===== src/rtl/ppd_pkg.sv =====
package ppd_pkg;

  // Field widths fixed by the interface
  localparam int SIZE_W         = 13;
  localparam int BYTE_W         = 8;
  localparam int DELTA_W        = 9;
  localparam int BTN_W          = 3;
  localparam int CFG_IDX_W      = 1;
  localparam int COORD_BITS_DEF = 12;
  localparam int QUEUE_DEPTH    = 2;

  // Screen size after reset
  localparam logic [SIZE_W-1:0] SCREEN_W_RST = 13'd1024;
  localparam logic [SIZE_W-1:0] SCREEN_H_RST = 13'd768;

  // Flag byte bits
  localparam logic [BYTE_W-1:0] FLAG_OVF_MASK = 8'hC0;
  localparam logic [BYTE_W-1:0] FLAG_SYNC_BIT = 8'h08;
  localparam int                FLAG_XSIGN    = 4;
  localparam int                FLAG_YSIGN    = 5;
  localparam int                BUTTON_L_BIT  = 0;
  localparam int                BUTTON_R_BIT  = 1;
  localparam int                BUTTON_M_BIT  = 2;

  // Configuration register indexes
  typedef enum logic [CFG_IDX_W-1:0] {
    REG_SCREEN_WIDTH  = 1'd0,
    REG_SCREEN_HEIGHT = 1'd1
  } cfg_reg_t;

  // Classified packet passed from front to back
  typedef struct packed {
    logic               ok;
    logic [BTN_W-1:0]   buttons;
    logic [DELTA_W-1:0] dx;
    logic [DELTA_W-1:0] dy;
  } pkt_t;

endpackage


===== src/rtl/ppd_front.sv =====
module ppd_front (
  input  logic                         clk,
  input  logic                         rst_n,
  input  logic                         in_valid,
  output logic                         in_ready,
  input  logic                         in_aux_source,
  input  logic [ppd_pkg::BYTE_W-1:0]   in_data_byte,
  input  logic                         q_full,
  output logic                         q_push,
  output ppd_pkg::pkt_t                q_pkt
);

  typedef enum logic [1:0] {
    PH_FLAG,
    PH_X,
    PH_Y
  } phase_t;

  phase_t                       phase_r, phase_nxt;
  logic [ppd_pkg::BYTE_W-1:0]   flag_r, flag_nxt;
  logic [ppd_pkg::BYTE_W-1:0]   xb_r, xb_nxt;
  logic                         take;

  assign in_ready = !q_full;
  assign take     = in_valid && in_ready && in_aux_source;

  // Gather bytes of a packet; push on the third
  always_comb begin
    phase_nxt = phase_r;
    flag_nxt  = flag_r;
    xb_nxt    = xb_r;
    q_push    = 1'b0;
    if (take) begin
      unique case (phase_r)
        PH_FLAG: begin
          flag_nxt  = in_data_byte;
          phase_nxt = PH_X;
        end
        PH_X: begin
          xb_nxt    = in_data_byte;
          phase_nxt = PH_Y;
        end
        PH_Y: begin
          q_push    = 1'b1;
          phase_nxt = PH_FLAG;
        end
        default: phase_nxt = PH_FLAG;
      endcase
    end
  end

  // Classify the completed packet
  always_comb begin
    q_pkt.ok      = ((flag_r & ppd_pkg::FLAG_OVF_MASK) == '0) &&
                    ((flag_r & ppd_pkg::FLAG_SYNC_BIT) != '0);
    q_pkt.buttons = flag_r[ppd_pkg::BTN_W-1:0];
    q_pkt.dx      = {flag_r[ppd_pkg::FLAG_XSIGN], xb_r};
    q_pkt.dy      = {flag_r[ppd_pkg::FLAG_YSIGN], in_data_byte};
  end

  always_ff @(posedge clk) begin
    if (!rst_n) begin
      phase_r <= PH_FLAG;
      flag_r  <= '0;
      xb_r    <= '0;
    end else begin
      phase_r <= phase_nxt;
      flag_r  <= flag_nxt;
      xb_r    <= xb_nxt;
    end
  end

endmodule


===== src/rtl/ppd_queue.sv =====
module ppd_queue #(
  parameter int DEPTH = ppd_pkg::QUEUE_DEPTH
) (
  input  logic          clk,
  input  logic          rst_n,
  input  logic          push,
  input  ppd_pkg::pkt_t push_pkt,
  output logic          full,
  input  logic          pop,
  output logic          not_empty,
  output ppd_pkg::pkt_t pop_pkt
);

  localparam int PTR_W = (DEPTH > 1) ? $clog2(DEPTH) : 1;
  localparam int CNT_W = $clog2(DEPTH + 1);

  ppd_pkg::pkt_t    mem_r [DEPTH];
  logic [PTR_W-1:0] wr_ptr_r, rd_ptr_r;
  logic [CNT_W-1:0] count_r;

  assign full      = (count_r == CNT_W'(DEPTH));
  assign not_empty = (count_r != '0);
  assign pop_pkt   = mem_r[rd_ptr_r];

  // Store entries
  always_ff @(posedge clk) begin
    if (push) begin
      mem_r[wr_ptr_r] <= push_pkt;
    end
  end

  // Advance pointers and count
  always_ff @(posedge clk) begin
    if (!rst_n) begin
      wr_ptr_r <= '0;
      rd_ptr_r <= '0;
      count_r  <= '0;
    end else begin
      if (push) begin
        wr_ptr_r <= (wr_ptr_r == PTR_W'(DEPTH - 1)) ? '0 : wr_ptr_r + 1'b1;
      end
      if (pop) begin
        rd_ptr_r <= (rd_ptr_r == PTR_W'(DEPTH - 1)) ? '0 : rd_ptr_r + 1'b1;
      end
      if (push && !pop) begin
        count_r <= count_r + 1'b1;
      end else if (pop && !push) begin
        count_r <= count_r - 1'b1;
      end
    end
  end

endmodule


===== src/rtl/ppd_back.sv =====
module ppd_back #(
  parameter int COORD_BITS = ppd_pkg::COORD_BITS_DEF
) (
  input  logic                            clk,
  input  logic                            rst_n,
  input  logic                            cfg_we,
  input  logic [ppd_pkg::CFG_IDX_W-1:0]   cfg_index,
  input  logic [ppd_pkg::SIZE_W-1:0]      cfg_data,
  input  logic                            q_not_empty,
  input  ppd_pkg::pkt_t                   q_pkt,
  output logic                            q_pop,
  output logic                            out_valid,
  input  logic                            out_ready,
  output logic                            out_packet_ok,
  output logic [COORD_BITS-1:0]           out_pos_x,
  output logic [COORD_BITS-1:0]           out_pos_y,
  output logic                            out_button_left,
  output logic                            out_button_right,
  output logic                            out_button_middle,
  output logic signed [ppd_pkg::BYTE_W-1:0] out_delta_x,
  output logic signed [ppd_pkg::BYTE_W-1:0] out_delta_y
);

  localparam int SIZE_W  = ppd_pkg::SIZE_W;
  localparam int DELTA_W = ppd_pkg::DELTA_W;
  localparam int CALC_W  = ((COORD_BITS > SIZE_W) ? COORD_BITS : SIZE_W) + 2;

  // Largest coordinate for a screen size
  function automatic logic [COORD_BITS-1:0] axis_limit(input logic [SIZE_W-1:0] size);
    logic [CALC_W-1:0] lim;
    logic [CALC_W-1:0] cmax;
    cmax = CALC_W'((1 << COORD_BITS) - 1);
    if (size == '0) lim = '0;
    else            lim = CALC_W'(size) - CALC_W'(1);
    if (lim > cmax) lim = cmax;
    return lim[COORD_BITS-1:0];
  endfunction

  // Centre of an axis, held within its limit
  function automatic logic [COORD_BITS-1:0] axis_centre(input logic [SIZE_W-1:0] size);
    logic [CALC_W-1:0] c;
    logic [CALC_W-1:0] lim;
    c   = CALC_W'(size >> 1);
    lim = CALC_W'(axis_limit(size));
    if (c > lim) c = lim;
    return c[COORD_BITS-1:0];
  endfunction

  // Clamp a signed coordinate into zero..limit
  function automatic logic [COORD_BITS-1:0] clamp_axis(input logic signed [CALC_W-1:0] v,
                                                       input logic [COORD_BITS-1:0] lim);
    logic signed [CALC_W-1:0] lim_s;
    lim_s = $signed(CALC_W'(lim));
    if (v < 0)     return '0;
    if (v > lim_s) return lim;
    return v[COORD_BITS-1:0];
  endfunction

  logic [COORD_BITS-1:0]        lim_x_r, lim_y_r, ctr_x_r, ctr_y_r;
  logic [COORD_BITS-1:0]        cur_x_r, cur_y_r;
  logic [ppd_pkg::BTN_W-1:0]    buttons_r;
  logic [ppd_pkg::BYTE_W-1:0]   held_dx_r, held_dy_r;
  logic                         out_valid_r;
  logic                         ok_r;
  logic [COORD_BITS-1:0]        pos_x_r, pos_y_r;
  logic [ppd_pkg::BTN_W-1:0]    btn_out_r;
  logic [ppd_pkg::BYTE_W-1:0]   dx_out_r, dy_out_r;

  logic signed [CALC_W-1:0]     sum_x, sum_y;
  logic [COORD_BITS-1:0]        cur_x_nxt, cur_y_nxt;
  logic [ppd_pkg::BTN_W-1:0]    buttons_nxt;
  logic [ppd_pkg::BYTE_W-1:0]   held_dx_nxt, held_dy_nxt;
  logic [COORD_BITS-1:0]        new_lim, new_ctr;

  assign q_pop = q_not_empty && (!out_valid_r || out_ready);

  // Move the pointer: add X, subtract Y
  always_comb begin
    sum_x = $signed(CALC_W'(cur_x_r)) +
            $signed({{(CALC_W-DELTA_W){q_pkt.dx[DELTA_W-1]}}, q_pkt.dx});
    sum_y = $signed(CALC_W'(cur_y_r)) -
            $signed({{(CALC_W-DELTA_W){q_pkt.dy[DELTA_W-1]}}, q_pkt.dy});
    cur_x_nxt   = cur_x_r;
    cur_y_nxt   = cur_y_r;
    buttons_nxt = buttons_r;
    held_dx_nxt = held_dx_r;
    held_dy_nxt = held_dy_r;
    if (q_pkt.ok) begin
      cur_x_nxt   = clamp_axis(sum_x, lim_x_r);
      cur_y_nxt   = clamp_axis(sum_y, lim_y_r);
      buttons_nxt = q_pkt.buttons;
      held_dx_nxt = q_pkt.dx[ppd_pkg::BYTE_W-1:0];
      held_dy_nxt = q_pkt.dy[ppd_pkg::BYTE_W-1:0];
    end
  end

  assign new_lim = axis_limit(cfg_data);
  assign new_ctr = axis_centre(cfg_data);

  // Pointer state, screen limits and recentre on size writes
  always_ff @(posedge clk) begin
    if (!rst_n) begin
      lim_x_r   <= axis_limit(ppd_pkg::SCREEN_W_RST);
      lim_y_r   <= axis_limit(ppd_pkg::SCREEN_H_RST);
      ctr_x_r   <= axis_centre(ppd_pkg::SCREEN_W_RST);
      ctr_y_r   <= axis_centre(ppd_pkg::SCREEN_H_RST);
      cur_x_r   <= axis_centre(ppd_pkg::SCREEN_W_RST);
      cur_y_r   <= axis_centre(ppd_pkg::SCREEN_H_RST);
      buttons_r <= '0;
      held_dx_r <= '0;
      held_dy_r <= '0;
    end else if (cfg_we) begin
      unique case (cfg_index)
        ppd_pkg::REG_SCREEN_WIDTH: begin
          lim_x_r <= new_lim;
          ctr_x_r <= new_ctr;
          cur_x_r <= new_ctr;
          cur_y_r <= ctr_y_r;
        end
        ppd_pkg::REG_SCREEN_HEIGHT: begin
          lim_y_r <= new_lim;
          ctr_y_r <= new_ctr;
          cur_x_r <= ctr_x_r;
          cur_y_r <= new_ctr;
        end
        default: ;
      endcase
    end else if (q_pop) begin
      cur_x_r   <= cur_x_nxt;
      cur_y_r   <= cur_y_nxt;
      buttons_r <= buttons_nxt;
      held_dx_r <= held_dx_nxt;
      held_dy_r <= held_dy_nxt;
    end
  end

  // Output register: load on pop, drop valid once taken
  always_ff @(posedge clk) begin
    if (!rst_n) begin
      out_valid_r <= 1'b0;
    end else if (q_pop) begin
      out_valid_r <= 1'b1;
    end else if (out_ready) begin
      out_valid_r <= 1'b0;
    end
  end

  always_ff @(posedge clk) begin
    if (q_pop) begin
      ok_r      <= q_pkt.ok;
      pos_x_r   <= cur_x_nxt;
      pos_y_r   <= cur_y_nxt;
      btn_out_r <= buttons_nxt;
      dx_out_r  <= held_dx_nxt;
      dy_out_r  <= held_dy_nxt;
    end
  end

  assign out_valid         = out_valid_r;
  assign out_packet_ok     = ok_r;
  assign out_pos_x         = pos_x_r;
  assign out_pos_y         = pos_y_r;
  assign out_button_left   = btn_out_r[ppd_pkg::BUTTON_L_BIT];
  assign out_button_right  = btn_out_r[ppd_pkg::BUTTON_R_BIT];
  assign out_button_middle = btn_out_r[ppd_pkg::BUTTON_M_BIT];
  assign out_delta_x       = $signed(dx_out_r);
  assign out_delta_y       = $signed(dy_out_r);

endmodule


===== src/rtl/pointer_packet_decoder.sv =====
// Path: a packet's third byte is written into the queue at the clock edge that takes it; the
// packet then pops into the output register, which raises out_valid, when that register is
// empty or its result is being taken.
// Throughput: one byte per cycle, sustained while the result side keeps taking results.
// Reset (rst_n low, synchronous): packet gathering restarts, queue and output empty,
// screen 1024 x 768, pointer centred, buttons released, held deltas zero.
module pointer_packet_decoder #(
  parameter int COORD_BITS = ppd_pkg::COORD_BITS_DEF
) (
  input  logic                              clk,
  input  logic                              rst_n,
  input  logic                              in_valid,
  output logic                              in_ready,
  input  logic                              in_aux_source,
  input  logic [ppd_pkg::BYTE_W-1:0]        in_data_byte,
  output logic                              out_valid,
  input  logic                              out_ready,
  output logic                              out_packet_ok,
  output logic [COORD_BITS-1:0]             out_pos_x,
  output logic [COORD_BITS-1:0]             out_pos_y,
  output logic                              out_button_left,
  output logic                              out_button_right,
  output logic                              out_button_middle,
  output logic signed [ppd_pkg::BYTE_W-1:0] out_delta_x,
  output logic signed [ppd_pkg::BYTE_W-1:0] out_delta_y,
  input  logic                              cfg_we,
  input  logic [ppd_pkg::CFG_IDX_W-1:0]     cfg_index,
  input  logic [ppd_pkg::SIZE_W-1:0]        cfg_data
);

  logic          q_push, q_full, q_pop, q_not_empty;
  ppd_pkg::pkt_t push_pkt, pop_pkt;

  // Gather and classify packets
  ppd_front u_front (
    .clk          (clk),
    .rst_n        (rst_n),
    .in_valid     (in_valid),
    .in_ready     (in_ready),
    .in_aux_source(in_aux_source),
    .in_data_byte (in_data_byte),
    .q_full       (q_full),
    .q_push       (q_push),
    .q_pkt        (push_pkt)
  );

  // Hold classified packets between front and back
  ppd_queue #(
    .DEPTH(ppd_pkg::QUEUE_DEPTH)
  ) u_queue (
    .clk      (clk),
    .rst_n    (rst_n),
    .push     (q_push),
    .push_pkt (push_pkt),
    .full     (q_full),
    .pop      (q_pop),
    .not_empty(q_not_empty),
    .pop_pkt  (pop_pkt)
  );

  // Update the pointer and present results
  ppd_back #(
    .COORD_BITS(COORD_BITS)
  ) u_back (
    .clk              (clk),
    .rst_n            (rst_n),
    .cfg_we           (cfg_we),
    .cfg_index        (cfg_index),
    .cfg_data         (cfg_data),
    .q_not_empty      (q_not_empty),
    .q_pkt            (pop_pkt),
    .q_pop            (q_pop),
    .out_valid        (out_valid),
    .out_ready        (out_ready),
    .out_packet_ok    (out_packet_ok),
    .out_pos_x        (out_pos_x),
    .out_pos_y        (out_pos_y),
    .out_button_left  (out_button_left),
    .out_button_right (out_button_right),
    .out_button_middle(out_button_middle),
    .out_delta_x      (out_delta_x),
    .out_delta_y      (out_delta_y)
  );

endmodule

===== config.mk =====
export PLATFORM = sky130hd
export DESIGN_NAME = pointer_packet_decoder
export DESIGN_NICKNAME = d
export VERILOG_FILES = /design/src/rtl/ppd_pkg.sv /design/src/rtl/ppd_front.sv /design/src/rtl/ppd_queue.sv /design/src/rtl/ppd_back.sv /design/src/rtl/pointer_packet_decoder.sv
export SDC_FILE = /design/constraint.sdc
export NUM_CORES = 1
export LEC_CHECK = 0
export BUFFER_PORTS_ARGS = -buffer_cell sky130_fd_sc_hd__buf_4
export CORE_UTILIZATION = 45
export DETAILED_ROUTE_END_ITERATION = 7
export SYNTH_ARGS = -nofsm -noshare
export SYNTH_HDL_FRONTEND = slang
export SYNTH_SLANG_ARGS = --single-unit

===== constraint.sdc =====
create_clock -name clk -period 9.29 [get_ports clk]
set_input_delay 1.3935 -clock clk [delete_from_list [all_inputs] [get_ports clk]]
set_output_delay 1.3935 -clock clk [all_outputs]
set_load 0.03 [all_outputs]

* After elaboration in Yosys (flattened, before gate mapping)
Memories as Yosys holds them, arrays and structs flattened. A register that Yosys moved wholly into a read port is not among the register bits. Cells that the tools add are included.
Word-level totals: register bits 158, RAM bits 44, input port bits 28, output and inout port bits 46, logic and storage cells 109, memories kept 1
Memory list:
- u_queue.mem_r | words 2, width 22, rd ports 1, clocked after Yosys merged registers in 1, wr ports 1, RTL line ppd_queue.sv:17 | ppd_pkg::pkt_t mem_r [DEPTH];
Operators by class: add/sub/neg operators 7, $lt $le $gt $ge 6, equality and inequality tests 3, muxes and demuxes 45, bitwise operators 2, reduce and logical (&&, ||, !) cells 23
Operators with widths (count):
- two-way mux 12 bit | 16
- one-hot mux 12 bit (2 select lines) | 2
- greater-than comparator 14 x 13 -> 1 bit | 2
- < comparator 14 x 1 -> 1 bit, second input constant | 2
- two-way mux 1 bit | 20
- two-way mux 8 bit | 2
- greater-than comparator 15 x 12 -> 1 bit, second input constant | 1
- two-way mux 15 bit | 1
- adder 13 x 9 -> 14 bit | 1
- subtractor 13 x 1 -> 14 bit, second input constant | 1
- subtractor 13 x 9 -> 14 bit | 1
- zero test 13 bit | 1
- greater-than comparator 12 bit | 1
- AND reduction 2 bit | 5
- zero test 8 bit | 1
- nonzero test 2 bit | 4
- logical AND 1 bit | 6
- == test 2 bit, second input constant | 2
- zero test 1 bit | 4
- two-way mux 2 bit | 2
- one-hot mux 2 bit (2 select lines) | 1
- two-way mux 3 bit | 1
- adder 1 bit, second input constant | 2
- adder 2 x 1 -> 2 bit, second input constant | 1
- 5 further kinds | 6

* Depth between registers and ports, before layout
Gate-level depths: netlist of the first run.
word-level depth 11, gate-level depth with buffers 23, mapped depth without buffers 20

* By module
A second synthesis of the first run with hierarchy kept.
Second synthesis, totals: cell total of the unflattened synthesis 1155, area, all modules 11155.7 sq um
By module, submodules not included:
- ppd_back | times used 1, cells each 979, area each 8526.9 sq um, seq. area each 3163.0 sq um
- ppd_queue | times used 1, cells each 90, area each 1800.5 sq um, seq. area each 1421.4 sq um
- ppd_front | times used 1, cells each 86, area each 828.3 sq um, seq. area each 360.3 sq um

* Least setup slack after synthesis of the first run
Ideal clock, no wire load.
path kind reg2reg, start point register (tool-made name), end point register u_back.pos_x_r[1] (netlist: u_back.out_pos_x[1]) (data pin), setup time 0.256 ns, arrival 5.134 ns, data required time 9.034 ns, path slack 3.900 ns, stages on the path, launching flop included 22, path buffers 3, clock period less this slack 5.390 ns, path through dfxtp_1 > clkbuf_1 > clkbuf_1 > buf_1 > mux2i_1 > inv_1 > ha_1 > fa_1 > a21oi_1 > o22ai_1 > nor3_1 > o31ai_1 > a21oi_1 > xnor2_1 > ha_1 > a21oi_1 > nand2_1 > a221o_1 > a22oi_1 > nand2_2 > mux2_4 > a22o_1
RTL lines:
- to (signal assigned) | RTL line ppd_back.sv:151 | pos_x_r <= cur_x_nxt;
- to (decl) | RTL line ppd_back.sv:65 | logic [COORD_BITS-1:0] pos_x_r, pos_y_r;

==> metrics, run 1 <==
clock-pin slew on the worst setup and hold paths=0.06 ns; CP max-delay cell=a2bb2oi_2; hold_buf cts=0; GRT Overall Usage=0.229; Setup crit end kind=flip-flop; first-pass GRT wire length=43000 microns; DR vias=8306; Post-synth EDFFs=88; drt wl/cell=18.6 microns; CP cell instances=buf_4, mux2i_1, inv_1, ha_1, fa_1, nand2b_1, a21oi_1, o41a_1, a21o_1, a21oi_1, xnor2_1, ha_1, nand4_1, nor4_1, or3_1, o22a_1, and2_1, a2bb2oi_2, inv_1, o211ai_1, o21ai_0; crit path launch type=flip-flop; Yosys warnings=0; Worst Path Buf+Inv=3; relative slew slack=0.196; Fin Setup TNS=0 ns; GR Overflow Total=0; Overall Power=3.68 mW; maximum vdd drop=around 0.22 mV; CP delay by family, top=compound AO/OA/AOI/OAI gates; post-synthesis sequential area ratio=0.458; Initial Utilization=0.459; Hold WS=roughly 0.46 ns; minimum clock period=5.88 ns; Synth area leader=edfxtp_1; ys flop type=dfxtp_1; Pins Over Slew Limit=0; post-placement cell area=0.0117 sq mm; Ports=74; Slew @ Worst Pin=1.21 ns; Power per Cell Area=295 mW/mm^2; count of final setup violators=0; clock buffer depth=3; commonest cells after routing, fill and taps aside=nand2_1 (118), dfxtp_1 (115), nor2_1 (111); WS Path Type=reg -> reg; worst path required time=~9.5 ns; Port Buffers=73; Netlist cell types=74; drt first pass iters=4; commonest non-fill, non-tap cell in the layout=nand2_1; synth top area cells=edfxtp_1 (24%), dfxtp_1 (21%), mux2i_1 (8.8%); routed wire length=28000 microns; Post-Layout Inst Area=0.0125 sq mm; initial antenna violation count=0; area of the core=around 0.024 sq mm; DP Wirelength=19800 microns; share of cells above drive strength 1=0.139; residual DRC count=0; syn avg cell area=9.72 sq um; Antenna Violating Nets Remaining=0; ANT cells=0; max cap viols=0; die height=157 microns; crit-path max cell delay=about 0.65 ns; Synth Cell Area=roughly 0.011 sq mm; Hold Path Class=reg -> reg; Fin Clk Skew=0.0161 ns; crit path DAT=6.10 ns; total die area=0.0246 sq mm; final period utilization=0.633; Die Wd=157 microns; multi-input logic area=0.00543 sq mm; Setup Fix Bufs, Post-CTS=0; Area growth, synth to finish=15.5%; post-layout util=0.530; vias in the first global route=7661; gpl congestion=0.935; Final #Nets=1264; Cell Rows=56; total nets after synthesis=about 1200; Critical Path Fanout Max=17; largest net degree at the start of global routing=58; Static Leakage=5.36 nW; top cell type's share of synthesized area=0.245; vias per inst=between 5 and 6; register area=slightly below 0.005 sq mm; status=finished, final reports clean; cts bufs inserted=24; ys async rst share=0; Final Hold Fails=0; Fmax=0.170 GHz; H-tree levels=1; post-cts sizing count=0; CTS tree=done; clock root cell=clkbuf_16; fill cell count=2145; flops & latches, synth=203; Initial DRC Count=572; Worst-Skew Late Latency=0.52 ns; cells after synthesis=1112; total clock sinks=203; RSZ-0062 raised after global routing=false
cell type report:
cell class / count / share of cell area
clock buffer: 30 / 0.0540
sequential: 203 / 0.396
tap: 319 / 0.0320
multi-input combinational: 790 / 0.435
inverter: 66 / 0.0198
timing repair buffer: 85 / 0.0511
clock inverter: 14 / 0.0120
flip-flops by register name (all words and copies together), names as in the netlist, 12 cells and up, named ones only:
signal,count
u_back.lim_y_r,12
u_back.cur_y_r,12
u_back.cur_x_r,12
u_queue.mem_r,44
u_back.out_pos_y,12
u_back.ctr_y_r,12
u_back.ctr_x_r,12
u_back.lim_x_r,12
u_back.out_pos_x,12
power by group:
part           internal, mW  total, mW  switching [mW]  leakage [nW]
Sequential             1.13       1.20          0.0734          1.76
Combinational         0.557       1.51           0.951          3.20
Clock                 0.597      0.967           0.369         0.410
Total                  2.29       3.68            1.39          5.36
worst paths after layout:
| kind | depth (start not counted) | from | endpoint | slack [ns] |
|---|---|---|---|---|
| setup / recovery | 21 | flip-flop | u_back.out_pos_y[11] | 3.41 |
| hold / removal | 2 | u_back.ctr_x_r[6] | u_back.ctr_x_r[6] | 0.46 |
| setup reg to reg | 21 | flip-flop | u_back.out_pos_y[11] | 3.41 |
| hold reg to reg | 2 | u_back.ctr_x_r[6] | u_back.ctr_x_r[6] | 0.46 |
per-layer routing:
| metal | vias up | part of all wire | global-route usage |
|---|---|---|---|
| met5 | - | 0 | 0 |
| met4 | 0 | 0.024 | 0.0747 |
| met3 | 46 | 0.051 | 0.0278 |
| met2 | 222 | 0.45 | 0.362 |
| met1 | 3917 | 0.47 | 0.325 |
| li1 | 4121 | - | - |
per-stage QoR:
stage / std cells / setup slack (ns)
2_1_floorplan: 1112 / 3.90
3_5_place_dp: 1463 / 3.47
5_1_grt: 1507 / 2.86
3_3_place_gp: 1463 / 3.56
4_1_cts: 1507 / 3.45
6_report: 1507 / 3.41
cells in the mapped netlist, types with 4 or more instances:
| cell | instances |
|---|---|
| nand2_1 | 118 |
| dfxtp_1 | 115 |
| nor2_1 | 111 |
| mux2i_1 | 95 |
| a21oi_1 | 88 |
| edfxtp_1 | 88 |
| inv_1 | 65 |
| ha_1 | 64 |
| o21ai_0 | 43 |
| clkbuf_1 | 40 |
| o211ai_1 | 26 |
| xnor2_1 | 25 |
| a21o_1 | 14 |
| a211oi_1 | 13 |
| o21a_1 | 13 |
| nand3_1 | 12 |
| nor3_1 | 12 |
| buf_1 | 10 |
| mux2_2 | 10 |
| nand2b_1 | 10 |
| o22ai_1 | 8 |
| or2_2 | 8 |
| or3_1 | 8 |
| and3_1 | 7 |
| nand4_1 | 7 |
| nor2b_1 | 6 |
| xor2_1 | 6 |
| a221oi_1 | 5 |
| and2_1 | 5 |
| nor3b_1 | 5 |
| a31oi_1 | 4 |
| nand4b_1 | 4 |
| nor4_1 | 4 |
| o211a_1 | 4 |
tightest hold or removal path, cell delays in order (launching register included):
cell and delay (ns):
dfxtp_1 0.31, nand2_1 0.05, a21oi_1 0.05
kinds of logic after synthesis:
| family | Yosys count | share of synthesized area |
|---|---|---|
| fa+ha+maj | 66 | 0.0778 |
| buf+inv | 119 | 0.0417 |
| simple gates | 327 | 0.138 |
| mux | 107 | 0.101 |
| compound gates | 258 | 0.157 |
| flops | 203 | 0.458 |
| xor+xnor | 32 | 0.0266 |
Power figures use the tool's default switching activity.
==> inputs of run 2 (changes only) <==
--- a/config.mk
+++ b/config.mk
@@ -5,6 +5,7 @@
 export SDC_FILE = /design/constraint.sdc
 export NUM_CORES = 1
 export LEC_CHECK = 0
+export ABC_AREA = 1
 export BUFFER_PORTS_ARGS = -buffer_cell sky130_fd_sc_hd__buf_4
 export CORE_UTILIZATION = 45
 export DETAILED_ROUTE_END_ITERATION = 7
==> constraint.sdc (replaced) <==
create_clock -name clk -period 5.9 [get_ports clk]
set_input_delay 0.885 -clock clk [delete_from_list [all_inputs] [get_ports clk]]
set_output_delay 0.885 -clock clk [all_outputs]
set_load 0.03 [all_outputs]
==> metrics, run 2 <==
commonest cells after routing, fill and taps aside=nand2_1 (362), a21oi_1 (154), inv_1 (142); initial antenna violation count=0 (unchanged); worst path required time=6.31 ns (-3.19 ns); Port Buffers=73 (unchanged); Ports=74 (unchanged); total die area=0.0245 sq mm (-0.52%); maximum vdd drop=0.322 mV (+49%); Stages on worst setup path=27 (+29%); final period utilization=0.779 (+0.146); Static Leakage=5.54 nW (+3.3%); Setup crit end kind=flip-flop; DR vias=9178 (+10%); Fin Setup TNS=0 ns (unchanged); CP delay by family, top=simple AND/OR/NAND/NOR gates; post-cts sizing count=0 (unchanged); Cell Rows=56 (unchanged); hold_buf cts=0 (unchanged); Power per Cell Area=517 mW/mm^2 (+75%); relative slew slack=0.307 (+0.111); RSZ-0062 raised after global routing=false; CP max-delay cell=nand3_1; WS Path Type=reg -> reg; crit-path max cell delay=0.48 ns (-0.17 ns); number of flip-flops in the largest register=44 (unchanged); Largest Register=u_queue.mem_r; clock buffer depth=3 (unchanged); minimum clock period=4.60 ns (-1.29 ns); commonest non-fill, non-tap cell in the layout=nand2_1; post-synthesis sequential area ratio=0.460 (+0.00240); largest net degree at the start of global routing=49 (-16%); status=finished, final reports clean; Hold Path Class=reg -> reg; top cell type's share of synthesized area=0.246 (+0.00128); CTS tree=done; routed wire length=29000 microns (+3.5%); post-placement cell area=0.0116 sq mm (-0.56%); Worst Path Buf+Inv=3 (unchanged); ANT cells=0 (unchanged); Slew @ Worst Pin=1.04 ns (-0.169 ns); gpl congestion=0.932 (-0.29%); Pins Over Slew Limit=0 (unchanged); Yosys warnings=0 (unchanged); Area growth, synth to finish=15.0%; Critical Path Fanout Max=22 (+5); Post-Layout Inst Area=0.0124 sq mm (-0.98%); post-route setup slack=1.30 ns (-2.10 ns); Final #Nets=1505 (+19%); Final Hold Fails=0 (unchanged); first-pass GRT wire length=45400 microns (+5.4%); residual DRC count=0 (unchanged); Top cell by count, worst path=nand2_1; Synth area leader=edfxtp_1; Die Wd=157 microns (-0.26%); share of cells above drive strength 1=0.108 (-0.0310); cts bufs inserted=23 (-4.2%); syn avg cell area=7.95 sq um (-18%); Synth Cell Area=0.0108 sq mm (-0.52%); die height=157 microns (-0.26%); reg2reg path depth=27 (+29%); total clock sinks=203 (unchanged); max cap viols=0 (unchanged); vias in the first global route=8276 (+8.0%); Initial Utilization=0.458 (-0.00103); crit path launch type=flip-flop; synth top area cells=edfxtp_1 (25%), dfxtp_1 (21%), nand2_1 (13%); total nets after synthesis=1446 (+20%); count of final setup violators=0 (unchanged); clock-pin slew on the worst setup and hold paths=0.06 ns (about the same); pre-CTS WS=1.18 ns (-2.30 ns); crit path DAT=5.01 ns (-1.09 ns); cells after synthesis=1352 (+22%); Initial DRC Count=819 (+43%); Netlist cell types=48 (-35%); Post-synth EDFFs=88 (unchanged); vias per inst=5.25 (-4.7%); GR Overflow Total=0 (unchanged); Setup Fix Bufs, Post-CTS=0 (unchanged); drt first pass iters=5 (+1); Fmax=0.217 GHz (+28%); most common cell in the netlist=nand2_1; Synth top cells by count=nand2_1 (362), a21oi_1 (155), inv_1 (142); drt wl/cell=16.6 microns (-11%); ys flop type=dfxtp_1; clock root cell=clkbuf_16; GRT Overall Usage=0.239 (+0.00963); Hold Path Depth=1 (-1); H-tree levels=1 (unchanged); DP Wirelength=20600 microns (+3.8%); area of the core=0.0235 sq mm (-0.30%); flops & latches, synth=203 (unchanged); ys async rst share=0 (unchanged); Worst-Skew Late Latency=0.52 ns (about the same); Fin Clk Skew=0.0145 ns (-0.00168 ns); Antenna Violating Nets Remaining=0 (unchanged)
## run 2: cell count changes after synthesis, moves of 12 or more
| cell | change |
|---|---|
| mux2i_1 | -89 |
| inv_1 | +77 |
| nand3_1 | +86 |
| xnor2_1 | -19 |
| xor2_1 | +12 |
| nor2_1 | -45 |
| nand2_1 | +244 |
| o21a_1 | -12 |
| o211ai_1 | -19 |
| a21o_1 | -13 |
| a21oi_1 | +67 |
| o21ai_0 | +43 |
## run 2: worst paths after layout
path | slack, ns | endpoint | from
setup / recovery | 1.30 | u_back.cur_y_r[8] | flip-flop
hold / removal | 0.45 | u_queue.rd_ptr_r | u_queue.rd_ptr_r
setup reg to reg | 1.30 | u_back.cur_y_r[8] | flip-flop
hold reg to reg | 0.45 | u_queue.rd_ptr_r | u_queue.rd_ptr_r
## run 2: metal layers
layer | part of all wire | vias to the layer above | GRT usage
met3 | 0.050 | 50 | 0.0296
met4 | 0.026 | 0 | 0.0719
li1 | - | 4650 | -
met1 | 0.48 | 4247 | 0.342
met5 | 0 | - | 0
met2 | 0.45 | 231 | 0.376
## run 2: cells by family (layout without fill, tap and decap cells)
group | Yosys count | count (layout) | synth area share
AND/OR/NAND/NOR | 562 | 562 | 0.219
AO/OA/AOI/OAI | 286 | 286 | 0.143
buffers and inverters | 205 | 281 | 0.0741
flip-flops | 203 | 203 | 0.460
adder cells (fa/ha/maj) | 66 | 66 | 0.0782
XOR/XNOR | 24 | 24 | 0.0196
multiplexers | 6 | 6 | 0.00559
## run 2: worst reg2reg max path: cells and delay by family (launching register included)
kind / cells / cell delay [ns]
XOR/XNOR: 1 / 0.31
buffers and inverters: 3 / 0.45
adder cells (fa/ha/maj): 2 / 0.65
AND/OR/NAND/NOR: 20 / 2.37
multiplexers: 1 / 0.38
flip-flops: 1 / 0.34
## run 2: power breakdown
part / total (mW) / switching, mW / internal (mW) / leakage [nW]
combinational: 2.92 / 1.96 / 0.956 / 3.40
sequential: 2.01 / 0.162 / 1.85 / 1.78
clock: 1.46 / 0.576 / 0.882 / 0.369
## run 2: layout make-up
cell class | instances | area (sq um)
Clock buffer | 33 | 633
Tap cell | 319 | 399
Timing Repair Buffer | 86 | 646
Inverter | 153 | 574
Multi-Input combinational cell | 944 | 5030
Sequential cell | 203 | 4940
Clock inverter | 9 | 134
Fill cell | 2240 | 11100
## run 2: through the flow
| stage | hold WS [ns] | instances | total power, mW | util |
|---|---|---|---|---|
| floorplan | 0.426 | 1352 | 4.08 | - |
| global placement | 0.432 | 1705 | 4.93 | 0.494 |
| detailed placement | 0.443 | 1705 | 4.94 | 0.494 |
| CTS | 0.452 | 1747 | 6.42 | 0.526 |
| global route | 0.465 | 1747 | 6.85 | 0.526 |
| finish | 0.454 | 1747 | 6.38 | 0.526 |
